`src/sv/apce_pkg.sv`:
```
`timescale 1ns / 1ps
`default_nettype none
// ----------------------------------------------------------------------------
// apce_pkg
// Types, codes and helpers shared by the audio processor command encoder.
// ----------------------------------------------------------------------------
package apce_pkg;

   localparam int MAX_RUN     = 6;
   localparam int RUN_IDX_W   = $clog2(MAX_RUN);
   localparam int RUN_CNT_W   = $clog2(MAX_RUN + 1);
   localparam int QUEUE_DEPTH = 2;
   localparam int QUEUE_PTR_W = $clog2(QUEUE_DEPTH);
   localparam int QUEUE_LVL_W = $clog2(QUEUE_DEPTH + 1);

   // event kinds
   localparam logic [3:0] KIND_RESET    = 4'd0;
   localparam logic [3:0] KIND_VOLUME   = 4'd1;
   localparam logic [3:0] KIND_BASS     = 4'd2;
   localparam logic [3:0] KIND_MIDDLE   = 4'd3;
   localparam logic [3:0] KIND_TREBLE   = 4'd4;
   localparam logic [3:0] KIND_FADER    = 4'd5;
   localparam logic [3:0] KIND_BALANCE  = 4'd6;
   localparam logic [3:0] KIND_CENTER   = 4'd7;
   localparam logic [3:0] KIND_SUB      = 4'd8;
   localparam logic [3:0] KIND_GAIN     = 4'd9;
   localparam logic [3:0] KIND_INPUT    = 4'd10;
   localparam logic [3:0] KIND_MUTE     = 4'd11;
   localparam logic [3:0] KIND_EFFECT   = 4'd12;
   localparam logic [3:0] KIND_BYPASS   = 4'd13;
   localparam logic [3:0] KIND_SURROUND = 4'd14;

   // chip select
   localparam logic CHIP_MAIN  = 1'b0;
   localparam logic CHIP_MIXER = 1'b1;

   // command byte constants
   localparam logic [7:0] CMD_RESET_A   = 8'hFF;
   localparam logic [7:0] CMD_RESET_B   = 8'hC7;
   localparam logic [7:0] CMD_RESET_MIX = 8'hFE;
   localparam logic [7:0] CMD_FUNCTION  = 8'h70;
   localparam logic [7:0] FN_MUTE       = 8'h08;
   localparam logic [7:0] FN_EFFECT_OFF = 8'h04;
   localparam logic [7:0] FN_BYPASS     = 8'h02;
   localparam logic [7:0] CMD_GAIN      = 8'h90;
   localparam logic [7:0] CMD_UNITS     = 8'hD0;
   localparam logic [7:0] CMD_TENS      = 8'hE0;
   localparam logic [7:0] CMD_INPUT     = 8'hC0;
   localparam logic [7:0] CMD_SURROUND  = 8'hD0;
   localparam logic [3:0] TONE_NIB_OFS  = 4'd7;
   localparam logic [3:0] INPUT_BASE    = 4'd11;
   localparam logic [3:0] TRIM_FL       = 4'h1;
   localparam logic [3:0] TRIM_FR       = 4'h2;
   localparam logic [3:0] TRIM_CT       = 4'h3;
   localparam logic [3:0] TRIM_RL       = 4'h4;
   localparam logic [3:0] TRIM_RR       = 4'h5;
   localparam logic [3:0] TRIM_SB       = 4'h6;

   typedef struct packed {
      logic [3:0]        kind;
      logic signed [7:0] setting;
   } req_type;

   typedef struct packed {
      logic       chip;
      logic [7:0] cmd_byte;
      logic       starts_transfer;
      logic       last;
   } rsp_type;

   typedef struct packed {
      logic       chip;
      logic [7:0] cmd_byte;
      logic       starts_transfer;
   } slot_type;

   // one event's whole run of bytes
   typedef struct packed {
      logic [RUN_CNT_W-1:0]     count;
      slot_type [MAX_RUN-1:0]   slot;
   } run_type;

   function automatic logic signed [7:0] clamp8(input logic signed [7:0] v,
                                               input logic signed [7:0] lo,
                                               input logic signed [7:0] hi);
      logic signed [7:0] r;
      r = v;
      if (v < lo) r = lo;
      if (v > hi) r = hi;
      return r;
   endfunction

   // tens digit of 0..79 by constant thresholds
   function automatic logic [2:0] tens_of(input logic [6:0] v);
      logic [2:0] t;
      t = 3'd0;
      for (int i = 1; i < 8; i++) begin
         if (v >= 7'(10 * i)) t = 3'(i);
      end
      return t;
   endfunction

   function automatic slot_type mk_slot(input logic chip, input logic [7:0] b,
                                        input logic st);
      slot_type s;
      s.chip            = chip;
      s.cmd_byte        = b;
      s.starts_transfer = st;
      return s;
   endfunction

endpackage
`default_nettype wire

```
`src/sv/apce_front.sv`:
```
`timescale 1ns / 1ps
`default_nettype none
// ----------------------------------------------------------------------------
// apce_front
// Takes events, clamps settings, keeps the trims and flags, builds the run.
// ----------------------------------------------------------------------------
module apce_front (
   input  wire logic             clock,
   input  wire logic             reset,
   input  wire logic             req_valid,
   output logic                  req_stall,
   input  wire apce_pkg::req_type req_payload,
   input  wire logic             queue_full,
   output logic                  push,
   output apce_pkg::run_type     push_run
);
   import apce_pkg::*;

   logic signed [3:0] balance_ff, balance_in;
   logic signed [3:0] fader_ff, fader_in;
   logic signed [4:0] center_ff, center_in;
   logic signed [4:0] sub_ff, sub_in;
   logic              mute_ff, mute_in;
   logic              effect_ff, effect_in;
   logic              bypass_ff, bypass_in;

   logic              accept;
   logic              flag;
   logic signed [7:0] s;
   logic signed [7:0] c_tone, c_vol, c_gain, c_input, c_trim, c_level;
   logic [6:0]        vol_att;
   logic [2:0]        tens;
   logic [6:0]        units_w;
   logic [3:0]        tone_t, tone_code;
   logic [3:0]        bal_pos, bal_neg, fad_pos, fad_neg;
   logic [3:0]        att_fl, att_fr, att_rl, att_rr, att_ct, att_sb;
   logic [4:0]        ct_neg, sb_neg;
   logic [7:0]        fn_byte;
   logic [3:0]        in_code;

   assign req_stall = queue_full;
   assign accept    = req_valid && !queue_full;
   assign s         = req_payload.setting;
   assign flag      = (req_payload.setting != 8'sd0);

   always_comb begin
      c_tone  = clamp8(s, -8'sd7, 8'sd7);
      c_vol   = clamp8(s, -8'sd79, 8'sd0);
      c_gain  = clamp8(s, 8'sd0, 8'sd1);
      c_input = clamp8(s, 8'sd0, 8'sd4);
      c_trim  = clamp8(s, -8'sd7, 8'sd7);
      c_level = clamp8(s, -8'sd15, 8'sd0);
   end

   // stored state with this event applied
   always_comb begin
      balance_in = balance_ff;
      fader_in   = fader_ff;
      center_in  = center_ff;
      sub_in     = sub_ff;
      mute_in    = mute_ff;
      effect_in  = effect_ff;
      bypass_in  = bypass_ff;
      case (req_payload.kind)
         KIND_FADER:   fader_in   = c_trim[3:0];
         KIND_BALANCE: balance_in = c_trim[3:0];
         KIND_CENTER:  center_in  = c_level[4:0];
         KIND_SUB:     sub_in     = c_level[4:0];
         KIND_MUTE:    mute_in    = flag;
         KIND_EFFECT:  effect_in  = flag;
         KIND_BYPASS:  bypass_in  = flag;
         default: ;
      endcase
   end

   always_ff @(posedge clock) begin
      if (reset) begin
         balance_ff <= '0;
         fader_ff   <= '0;
         center_ff  <= '0;
         sub_ff     <= '0;
         mute_ff    <= 1'b0;
         effect_ff  <= 1'b0;
         bypass_ff  <= 1'b0;
      end else if (accept) begin
         balance_ff <= balance_in;
         fader_ff   <= fader_in;
         center_ff  <= center_in;
         sub_ff     <= sub_in;
         mute_ff    <= mute_in;
         effect_ff  <= effect_in;
         bypass_ff  <= bypass_in;
      end
   end

   // byte fields
   always_comb begin
      vol_att = 7'(-c_vol);
      tens    = tens_of(vol_att);
      units_w = vol_att - {1'b0, tens, 3'b000} - {3'b000, tens, 1'b0};

      tone_t    = c_tone[3:0];
      tone_code = (!tone_t[3] && tone_t != 4'd0) ? 4'd15 - tone_t : 4'd7 + tone_t;

      bal_pos = balance_in[3] ? 4'd0 : balance_in;
      bal_neg = balance_in[3] ? 4'(-balance_in) : 4'd0;
      fad_pos = fader_in[3] ? 4'd0 : fader_in;
      fad_neg = fader_in[3] ? 4'(-fader_in) : 4'd0;
      att_fl  = bal_pos + fad_neg;
      att_fr  = bal_neg + fad_neg;
      att_rl  = bal_pos + fad_pos;
      att_rr  = bal_neg + fad_pos;
      ct_neg  = 5'(-center_in);
      sb_neg  = 5'(-sub_in);
      att_ct  = ct_neg[3:0];
      att_sb  = sb_neg[3:0];

      fn_byte = CMD_FUNCTION | (mute_in ? FN_MUTE : 8'h00)
              | (effect_in ? 8'h00 : FN_EFFECT_OFF) | (bypass_in ? FN_BYPASS : 8'h00);
      in_code = INPUT_BASE - c_input[3:0];
   end

   always_comb begin
      push_run = '0;
      push     = accept;
      case (req_payload.kind)
         KIND_RESET: begin
            push_run.count   = RUN_CNT_W'(3);
            push_run.slot[0] = mk_slot(CHIP_MAIN, CMD_RESET_A, 1'b1);
            push_run.slot[1] = mk_slot(CHIP_MAIN, CMD_RESET_B, 1'b1);
            push_run.slot[2] = mk_slot(CHIP_MIXER, CMD_RESET_MIX, 1'b1);
         end
         KIND_VOLUME: begin
            push_run.count   = RUN_CNT_W'(2);
            push_run.slot[0] = mk_slot(CHIP_MAIN, CMD_TENS | {5'd0, tens}, 1'b1);
            push_run.slot[1] = mk_slot(CHIP_MAIN, CMD_UNITS | {4'd0, units_w[3:0]}, 1'b0);
         end
         KIND_BASS, KIND_MIDDLE, KIND_TREBLE: begin
            push_run.count   = RUN_CNT_W'(1);
            push_run.slot[0] = mk_slot(CHIP_MAIN,
                                       {req_payload.kind + TONE_NIB_OFS, tone_code}, 1'b1);
         end
         KIND_FADER, KIND_BALANCE, KIND_CENTER, KIND_SUB: begin
            push_run.count   = RUN_CNT_W'(6);
            push_run.slot[0] = mk_slot(CHIP_MAIN, {TRIM_FL, att_fl}, 1'b1);
            push_run.slot[1] = mk_slot(CHIP_MAIN, {TRIM_FR, att_fr}, 1'b0);
            push_run.slot[2] = mk_slot(CHIP_MAIN, {TRIM_CT, att_ct}, 1'b0);
            push_run.slot[3] = mk_slot(CHIP_MAIN, {TRIM_RL, att_rl}, 1'b0);
            push_run.slot[4] = mk_slot(CHIP_MAIN, {TRIM_RR, att_rr}, 1'b0);
            push_run.slot[5] = mk_slot(CHIP_MAIN, {TRIM_SB, att_sb}, 1'b0);
         end
         KIND_GAIN: begin
            push_run.count   = RUN_CNT_W'(1);
            push_run.slot[0] = mk_slot(CHIP_MIXER, CMD_GAIN | {7'd0, c_gain[0]}, 1'b1);
         end
         KIND_INPUT: begin
            push_run.count   = RUN_CNT_W'(1);
            push_run.slot[0] = mk_slot(CHIP_MIXER, CMD_INPUT | {4'd0, in_code}, 1'b1);
         end
         KIND_MUTE, KIND_EFFECT, KIND_BYPASS: begin
            push_run.count   = RUN_CNT_W'(1);
            push_run.slot[0] = mk_slot(CHIP_MAIN, fn_byte, 1'b1);
         end
         KIND_SURROUND: begin
            push_run.count   = RUN_CNT_W'(1);
            push_run.slot[0] = mk_slot(CHIP_MIXER, CMD_SURROUND | {7'd0, !flag}, 1'b1);
         end
         default: begin
            // unused kind: swallowed, no run
            push = 1'b0;
         end
      endcase
   end

endmodule
`default_nettype wire

```
`src/sv/apce_queue.sv`:
```
`timescale 1ns / 1ps
`default_nettype none
// ----------------------------------------------------------------------------
// apce_queue
// Short queue of pending runs between the front and the back.
// ----------------------------------------------------------------------------
module apce_queue (
   input  wire logic                               clock,
   input  wire logic                               reset,
   input  wire logic                               push,
   input  wire apce_pkg::run_type                  push_run,
   input  wire logic                               pop,
   output logic                                    full,
   output logic                                    empty,
   output apce_pkg::run_type                       head_run,
   output logic [apce_pkg::QUEUE_LVL_W-1:0]        level
);
   import apce_pkg::*;

   run_type                 entry_ff [QUEUE_DEPTH];
   logic [QUEUE_PTR_W-1:0]  wr_ptr_ff, wr_ptr_in;
   logic [QUEUE_PTR_W-1:0]  rd_ptr_ff, rd_ptr_in;
   logic [QUEUE_LVL_W-1:0]  level_ff, level_in;
   logic                    do_push, do_pop;

   assign full     = (level_ff == QUEUE_LVL_W'(QUEUE_DEPTH));
   assign empty    = (level_ff == '0);
   assign level    = level_ff;
   assign head_run = entry_ff[rd_ptr_ff];
   assign do_push  = push && !full;
   assign do_pop   = pop && !empty;

   always_comb begin
      wr_ptr_in = wr_ptr_ff;
      rd_ptr_in = rd_ptr_ff;
      level_in  = level_ff;
      if (do_push) begin
         wr_ptr_in = (wr_ptr_ff == QUEUE_PTR_W'(QUEUE_DEPTH - 1)) ? '0 : wr_ptr_ff + 1'b1;
      end
      if (do_pop) begin
         rd_ptr_in = (rd_ptr_ff == QUEUE_PTR_W'(QUEUE_DEPTH - 1)) ? '0 : rd_ptr_ff + 1'b1;
      end
      if (do_push && !do_pop) level_in = level_ff + 1'b1;
      if (!do_push && do_pop) level_in = level_ff - 1'b1;
   end

   always_ff @(posedge clock) begin
      if (reset) begin
         wr_ptr_ff <= '0;
         rd_ptr_ff <= '0;
         level_ff  <= '0;
      end else begin
         wr_ptr_ff <= wr_ptr_in;
         rd_ptr_ff <= rd_ptr_in;
         level_ff  <= level_in;
      end
   end

   always_ff @(posedge clock) begin
      if (do_push) entry_ff[wr_ptr_ff] <= push_run;
   end

endmodule
`default_nettype wire

```
`src/sv/apce_back.sv`:
```
`timescale 1ns / 1ps
`default_nettype none
// ----------------------------------------------------------------------------
// apce_back
// Walks the head run one byte per cycle into the output register while rsp_stall is low.
// ----------------------------------------------------------------------------
module apce_back (
   input  wire logic              clock,
   input  wire logic              reset,
   input  wire logic              queue_empty,
   input  wire apce_pkg::run_type head_run,
   output logic                   pop,
   output logic                   rsp_valid,
   input  wire logic              rsp_stall,
   output apce_pkg::rsp_type      rsp_payload
);
   import apce_pkg::*;

   logic [RUN_IDX_W-1:0] idx_ff, idx_in;
   logic                 valid_ff, valid_in;
   rsp_type              data_ff, data_in;
   logic                 load;
   logic                 is_last;
   slot_type             cur;

   assign rsp_valid   = valid_ff;
   assign rsp_payload = data_ff;
   assign load        = !valid_ff || !rsp_stall;
   assign cur         = head_run.slot[idx_ff];
   assign is_last     = (RUN_CNT_W'(idx_ff) + RUN_CNT_W'(1)) == head_run.count;

   always_comb begin
      idx_in   = idx_ff;
      valid_in = valid_ff;
      data_in  = data_ff;
      pop      = 1'b0;
      if (load) begin
         valid_in = !queue_empty;
         if (!queue_empty) begin
            data_in.chip            = cur.chip;
            data_in.cmd_byte        = cur.cmd_byte;
            data_in.starts_transfer = cur.starts_transfer;
            data_in.last            = is_last;
            if (is_last) begin
               pop    = 1'b1;
               idx_in = '0;
            end else begin
               idx_in = idx_ff + 1'b1;
            end
         end
      end
   end

   always_ff @(posedge clock) begin
      if (reset) begin
         idx_ff   <= '0;
         valid_ff <= 1'b0;
      end else begin
         idx_ff   <= idx_in;
         valid_ff <= valid_in;
      end
   end

   always_ff @(posedge clock) begin
      data_ff <= data_in;
   end

endmodule
`default_nettype wire

```
`src/sv/audio_processor_command_encoder_top.sv`:
```
`timescale 1ns / 1ps
`default_nettype none
// ----------------------------------------------------------------------------
// audio_processor_command_encoder_top
// Turns setting-change events into tagged command byte runs for two chips.
// ----------------------------------------------------------------------------
// Each accepted event yields a run of 1 to 6 command beats on the rsp channel
// (reset 3, volume 2, any trim 6, all others 1; kind 15 yields none). The
// front takes an event per cycle while the two-entry run queue has room; the
// back sequencer sends one beat per cycle from the head run while rsp_stall is
// low, and the first beat of a run is registered in the queue entry and then in
// the output register before it is presented. Trims and flags update when the
// event is taken.
module audio_processor_command_encoder_top (
   input  wire logic              clock,
   input  wire logic              reset,
   input  wire logic              req_valid,
   output logic                   req_stall,
   input  wire apce_pkg::req_type req_payload,
   output logic                   rsp_valid,
   input  wire logic              rsp_stall,
   output apce_pkg::rsp_type      rsp_payload
);
   import apce_pkg::*;

   logic                   push, pop, q_full, q_empty;
   run_type                push_run, head_run;
   logic [QUEUE_LVL_W-1:0] q_level;

   apce_front u_front (
      .clock       (clock),
      .reset       (reset),
      .req_valid   (req_valid),
      .req_stall   (req_stall),
      .req_payload (req_payload),
      .queue_full  (q_full),
      .push        (push),
      .push_run    (push_run)
   );

   apce_queue u_queue (
      .clock    (clock),
      .reset    (reset),
      .push     (push),
      .push_run (push_run),
      .pop      (pop),
      .full     (q_full),
      .empty    (q_empty),
      .head_run (head_run),
      .level    (q_level)
   );

   apce_back u_back (
      .clock       (clock),
      .reset       (reset),
      .queue_empty (q_empty),
      .head_run    (head_run),
      .pop         (pop),
      .rsp_valid   (rsp_valid),
      .rsp_stall   (rsp_stall),
      .rsp_payload (rsp_payload)
   );

   // queue never overfills
   assert property (@(posedge clock) disable iff (reset)
      q_level <= QUEUE_LVL_W'(QUEUE_DEPTH))
      else $error("run queue level out of range");

   // a run keeps going once its first beats have left
   assert property (@(posedge clock) disable iff (reset)
      (rsp_valid && !rsp_stall && !rsp_payload.last) |=> rsp_valid)
      else $error("gap inside a run");

   // continuation beats only go to the main chip
   assert property (@(posedge clock) disable iff (reset)
      (rsp_valid && !rsp_payload.starts_transfer) |-> (rsp_payload.chip == CHIP_MAIN))
      else $error("continuation beat to mixer chip");

   // nothing is popped from an empty queue
   assert property (@(posedge clock) disable iff (reset)
      pop |-> !q_empty)
      else $error("pop while queue empty");

endmodule
`default_nettype wire
```
`config.mk`:
```
export PLATFORM = sky130hd
export DESIGN_NAME = audio_processor_command_encoder_top
export DESIGN_NICKNAME = d
export VERILOG_FILES = /design/src/sv/apce_pkg.sv /design/src/sv/apce_front.sv /design/src/sv/apce_queue.sv /design/src/sv/apce_back.sv /design/src/sv/audio_processor_command_encoder_top.sv
export SDC_FILE = /design/constraint.sdc
export NUM_CORES = 1
export LEC_CHECK = 0
export BUFFER_PORTS_ARGS = -buffer_cell sky130_fd_sc_hd__buf_4
export CORE_ASPECT_RATIO = 1.75
export CORE_MARGIN = 2
export CORE_UTILIZATION = 27
export CTS_BUF_LIST = sky130_fd_sc_hd__clkbuf_8 sky130_fd_sc_hd__clkbuf_16
export DETAILED_ROUTE_END_ITERATION = 7
export PLACE_DENSITY_LB_ADDON = 0.25
export SLEW_MARGIN = 0
export SYNTH_ARGS = -nofsm -noshare
export SYNTH_HDL_FRONTEND = slang
export SYNTH_SLANG_ARGS = --single-unit
```
`constraint.sdc`:
```
create_clock -name clock -period 6.19 [get_ports clock]
set_input_delay 1.238 -clock clock [delete_from_list [all_inputs] [get_ports clock]]
set_output_delay 1.238 -clock clock [all_outputs]
set_load 0.05 [all_outputs]
```
# Word-level counts from Yosys, hierarchy flattened
# Memories as Yosys holds them, arrays and structs flattened. A register that Yosys moved wholly into a read port is not among the register bits.
# Cells that the tools add are included.
# op_classes
add_sub_neg	20
magnitude_cmp	16
n_eq_ne	16
n_mux	51
bitwise_logic	3
n_reduce_logical	26
# ops
operator	count
10-bit one-hot mux with 8 select lines	1
4-bit 2-to-1 mux	10
10-bit binary-select mux with 3-bit select	1
4-bit equality test, second input constant	7
28-bit 2-to-1 mux	1
9-bit one-hot mux with 3 select lines	1
3-bit 2-to-1 mux	8
7-bit by 6-bit greater-or-equal comparator with 1-bit output, second input constant	3
5-bit 2-to-1 mux	4
10-bit one-hot mux with 2 select lines	1
4-bit adder	4
4-bit by 3-bit equality test with 1-bit output, second input constant	4
8-bit by 4-bit > comparator with 1-bit output, second input constant	2
4-bit negator	4
8-bit bitwise OR	2
1-bit 2-to-1 mux	15
15-bit OR reduction	1
7-bit by 5-bit greater-or-equal comparator with 1-bit output, second input constant	2
7-bit 2-to-1 mux	2
3-bit one-hot mux with 4 select lines	1
10-bit 2-to-1 mux	1
2-bit 2-to-1 mux	5
9-bit OR reduction	1
4-bit by 2-bit equality test with 1-bit output, second input constant	2
other kinds (33)	49
# totals
reg_bits	40
mem_bits_rw	120
inputBits	16
out_inout_bits	13
word_cells	149
mem_count	1
# memory_table
name	depth	word_bits	rd	rd_clocked_by_memory_dff	write_ports	line_no	rtl
u_queue.entry_ff	2	60	1	1	1	apce_queue.sv:20	run_type entry_ff [QUEUE_DEPTH];

# Depth between registers and ports, before layout
# depth
word_depth	15
ltp_mapped	18
ltp_nobuf	15

# Modules after synthesis
# From an unflattened synthesis, not the netlist that was laid out.
# unflattened
hier_cells	727
hier_area_um2	8826.0
# by_module_without_submodules
module	n_inst	cells_per_inst	area_each_um2	seq_area_each_um2
apce_queue	1	222	4752.1	3883.7
apce_front	1	421	2996.6	380.4
apce_back	1	84	1077.3	410.4

# Least setup slack after synthesis
# OpenSTA, ideal clock, no wires.
# synth_path
path_type	input to register
from	input req_payload[7] in the netlist's numbering
to	memory u_queue.entry_ff[0][14] in the netlist's numbering, data pin
setup_time_ns	0.287
arrival_ns	4.430
required_time_ns	5.903
slack_ns	1.473
path_stages	17
n_path_buf	5
path_cell_list	buf_2 buf_2 clkbuf_1 clkbuf_1 o21ai_0 ha_1 clkbuf_1 nor4b_1 o21ai_0 nand2_1 nand2_1 o21ai_0 o21ai_0 ha_1 nor2b_1 o311ai_0 o221ai_1
# synth_rtl
item	line_no	rtl
from (decl)	audio_processor_command_encoder_top.sv:19	input wire apce_pkg::req_type req_payload,
to (decl)	apce_queue.sv:20	

==> results.md <==
- Status: finished, final reports clean
- Syn_area_per_cell: between 10 and 15 µm²
- Core ar.: 24120 µm²
- Setup TNS: 0 ps
- CTS Sinks: between 100 and 150
- DR iter-0 viols: 340
- # IOs: 29
- Routability cong.: 0.8799
- Num rows: 75
- Area grow syn2layout: 15.38%
- Die footprint: ~26000 µm²
- Unrepaired setup endpoints after global routing: no
- DRC errors left: 0
- CP Capture Type: register
- Post-CTS Setup Bufs: 0
- Worst-case reg-to-reg path depth: 9
- Clock buffer count from CTS: 17
- Fmax achieved: between 0.2 and 0.25 GHz
- Clock latency on the worst-skew pair: 410 ps
- CTS clk-pin slew, worst paths: about 50 ps
- Critical path data required time: 6300 ps
- Register Area: 3233 µm²
- Netlist cell types: 66
- VDD IR max: 0.0001944 V
- Worst Max-Slew Pin Slew: ~1100 ps
- Gr usage total: 14.25%
- Max-cap check violation count: 0
- Crit Path Max Fanout: 15
- Worst clock skew: 6.683 ps
- CTS resizes: 0
- Data arrival, critical path: around 4600 ps
- Fillers: approximately 2400
- M3 GR Usage: under 10%
- Global-route wire length before repair: 27770 µm
- Starting density of the core: about 28%
- TritonCTS clock tree: done
- Setup violations, final: 0
- CP Launch Type: input port
- PortBufs: 28
- Cells after Synth: 607
- Largest net degree at the start of global routing: 37
- Critical path class: input port to register
- Synth Cell Area: 6639 µm²
- Detailed Place HPWL: ~13000 µm
- Slew headroom: roughly 28%
- Final ANT Viol Nets: 0
- Nets: about 670
- Depth of the worst hold-timing path: 2
- H-Tree Depth: 4
- Final period util: approximately three quarters
- Initial antenna violation count: 0
- Hold slack final: roughly 490 ps
- WL/cell: roughly 19 µm
- DRT Pass-1 Iters: 4
- Share of layout cells above drive strength 1: 14.74%
- Syn_nets: between 600 and 700
- Gr busiest metal: met2
- Vias per cell: ~5.1
- Max Root-Sink Buffers: 2
- Syn. warnings: 0
- Chip height: 211.4 µm
- Vias in the first global route: approximately 5000
- Antenna diodes: 0
- Clock root cell: clkbuf_16
- Max-slew violation count: 0
- Die Wd: roughly 120 µm
- Synth Register Bits: 117
- GR Util met2: ~27%
- Total grt overflow: 0
- Worst min-delay path class: register to register
- Hold-fix buffers, CTS: 0
- Sequential share of the synthesized area: between 40% and 50%
- Fin. Hold Viols: 0
- Fraction of registers with async set/reset: 0%
- Via count: ~4800
- M1 GR Usage: approximately 14%
- Post-synth EDFFs: between 80 and 90
- DRT Wirelength: between 15000 and 20000 µm
- Area of the multi-input gates: between 3000 and 4000 µm²
- Leak Pwr: just under 0.003 µW
- Ys flop type: edfxtp_1
- Pwr Density: 347.8 nW/µm²
- Min Tclk post-route: 4528 ps
==> cell type report <==
cell class              instances  area share [%]
clock buffers                  17           5.554
repair buffers                 33           3.234
clock inverters                14           1.584
inverters                      21           1.029
flip-flops and latches        117           42.21
multi-input cells             429           41.36
well taps                     308           5.031
==> cell families (layout without fill, tap and decap cells) <==
family | count (synthesis) | in the layout | synth area share, %
AOI/OAI and AO/OA | 138 | 138 | 14.08
and+or+nand+nor | 187 | 187 | 13.85
adders and majority gates | 32 | 32 | 6.483
muxes | 44 | 44 | 9.385
DFF | 117 | 117 | 48.70
buffers and inverters | 61 | 85 | 3.807
xor gates and xnor gates | 28 | 28 | 3.694
==> through the flow <==
stage	total power, µW	util [%]	instances	setup slack [ps]	cell area, µm²
detailed placement	1770	29.49	908	1242	7113
finish	2664	31.76	939	1662	7660
global route	2785	31.76	939	1215	7660
floorplan	1562	-	607	1473	6639
global placement	1757	29.49	908	1342	7113
CTS	2693	31.76	939	1700	7660
==> worst paths after layout <==
| path | startpoint | endpoint | slack [ps] |
|---|---|---|---|
| max | req_payload[3] | u_queue.entry_ff[1][14] | 1660 |
| min | u_back.rsp_valid | u_back.rsp_valid | 490 |
| max reg2reg | u_front.balance_ff[0] | u_queue.entry_ff[1][14] | 3480 |
| min reg2reg | u_back.rsp_valid | u_back.rsp_valid | 490 |
==> cell usage after synthesis (5+ instances only) <==
cell type,n,area [µm²]
or3_1,6,37.54
and2_1,12,75.07
nand4_1,6,37.54
dfxtp_1,28,560.5
mux2i_1,24,240.2
a211oi_1,14,105.1
clkbuf_1,25,93.84
a21oi_1,28,140.1
inv_1,21,78.83
a21o_1,8,60.06
buf_1,6,22.52
nand3_1,13,65.06
o22ai_1,13,81.33
o21ai_0,24,120.1
edfxtp_1,89,2673
mux2_2,6,67.56
nand2_1,29,108.9
nand2b_1,6,37.54
xor2_1,8,70.07
mux4_2,14,315.3
a31oi_1,5,31.28
xnor2_1,20,175.2
nor3_1,12,60.06
o211ai_1,5,37.54
nor2_1,72,270.3
buf_2,7,35.03
and3_1,5,31.28
ha_1,28,350.3
nor2b_1,10,62.56
==> cell usage in the layout, fill, tap and decap left out, types with 5 or more instances in the layout <==
master,synthesis,final
ha_1,28,28
clkinv_2,0,7
o211ai_1,5,5
buf_4,0,33
mux2_2,6,6
and2_1,12,12
a21oi_1,28,28
or3_1,6,6
xor2_1,8,8
nor2_1,72,70
nor2b_1,10,10
o22ai_1,13,13
clkbuf_16,0,17
a211oi_1,14,14
nor3_1,12,12
mux2i_1,24,24
nand3_1,13,13
dfxtp_1,28,28
mux4_2,14,14
inv_1,21,23
nand2_1,29,29
a31oi_1,5,5
nand4_1,6,6
edfxtp_1,89,89
a21o_1,8,8
xnor2_1,20,20
and3_1,5,5
o21ai_0,24,24
nand2b_1,6,6
==> state kept, by name, summed over array words and instances, names as in the netlist, 2 cells and up, named ones only <==
register	count
u_queue.entry_ff	78
u_back.rsp_payload	11
u_front.balance_ff	4
u_front.center_ff	4
u_front.fader_ff	4
u_front.sub_ff	4
u_back.idx_ff	3
u_queue.level	2
==> critical path, cell delays in order <==
cell and delay (ps):
buf_4 170, or3_1 390, a31oi_1 170, o21ai_0 160, ha_1 420, nor4b_1 210
o21ai_0 290, nand2_1 150, nand2_1 90, o21ai_0 70, o21ai_0 290, ha_1 320
nor2b_1 150, o311ai_0 300, o221ai_1 210
==> power by group <==
part           internal [µW]  switching, µW  leakage, µW
combinational            260            454      0.00156
sequential               988           41.0      0.00107
clock                    578            342     0.000278
==> routing by layer <==
layer,part of all wire [%],vias up,wire length [µm]
met5,0,-,0
met4,3.3,0,584
met3,2.3,32,409
met2,56,96,9865
met1,38,2399,6726
li1,-,2304,-
Power figures use the tool's default switching activity.
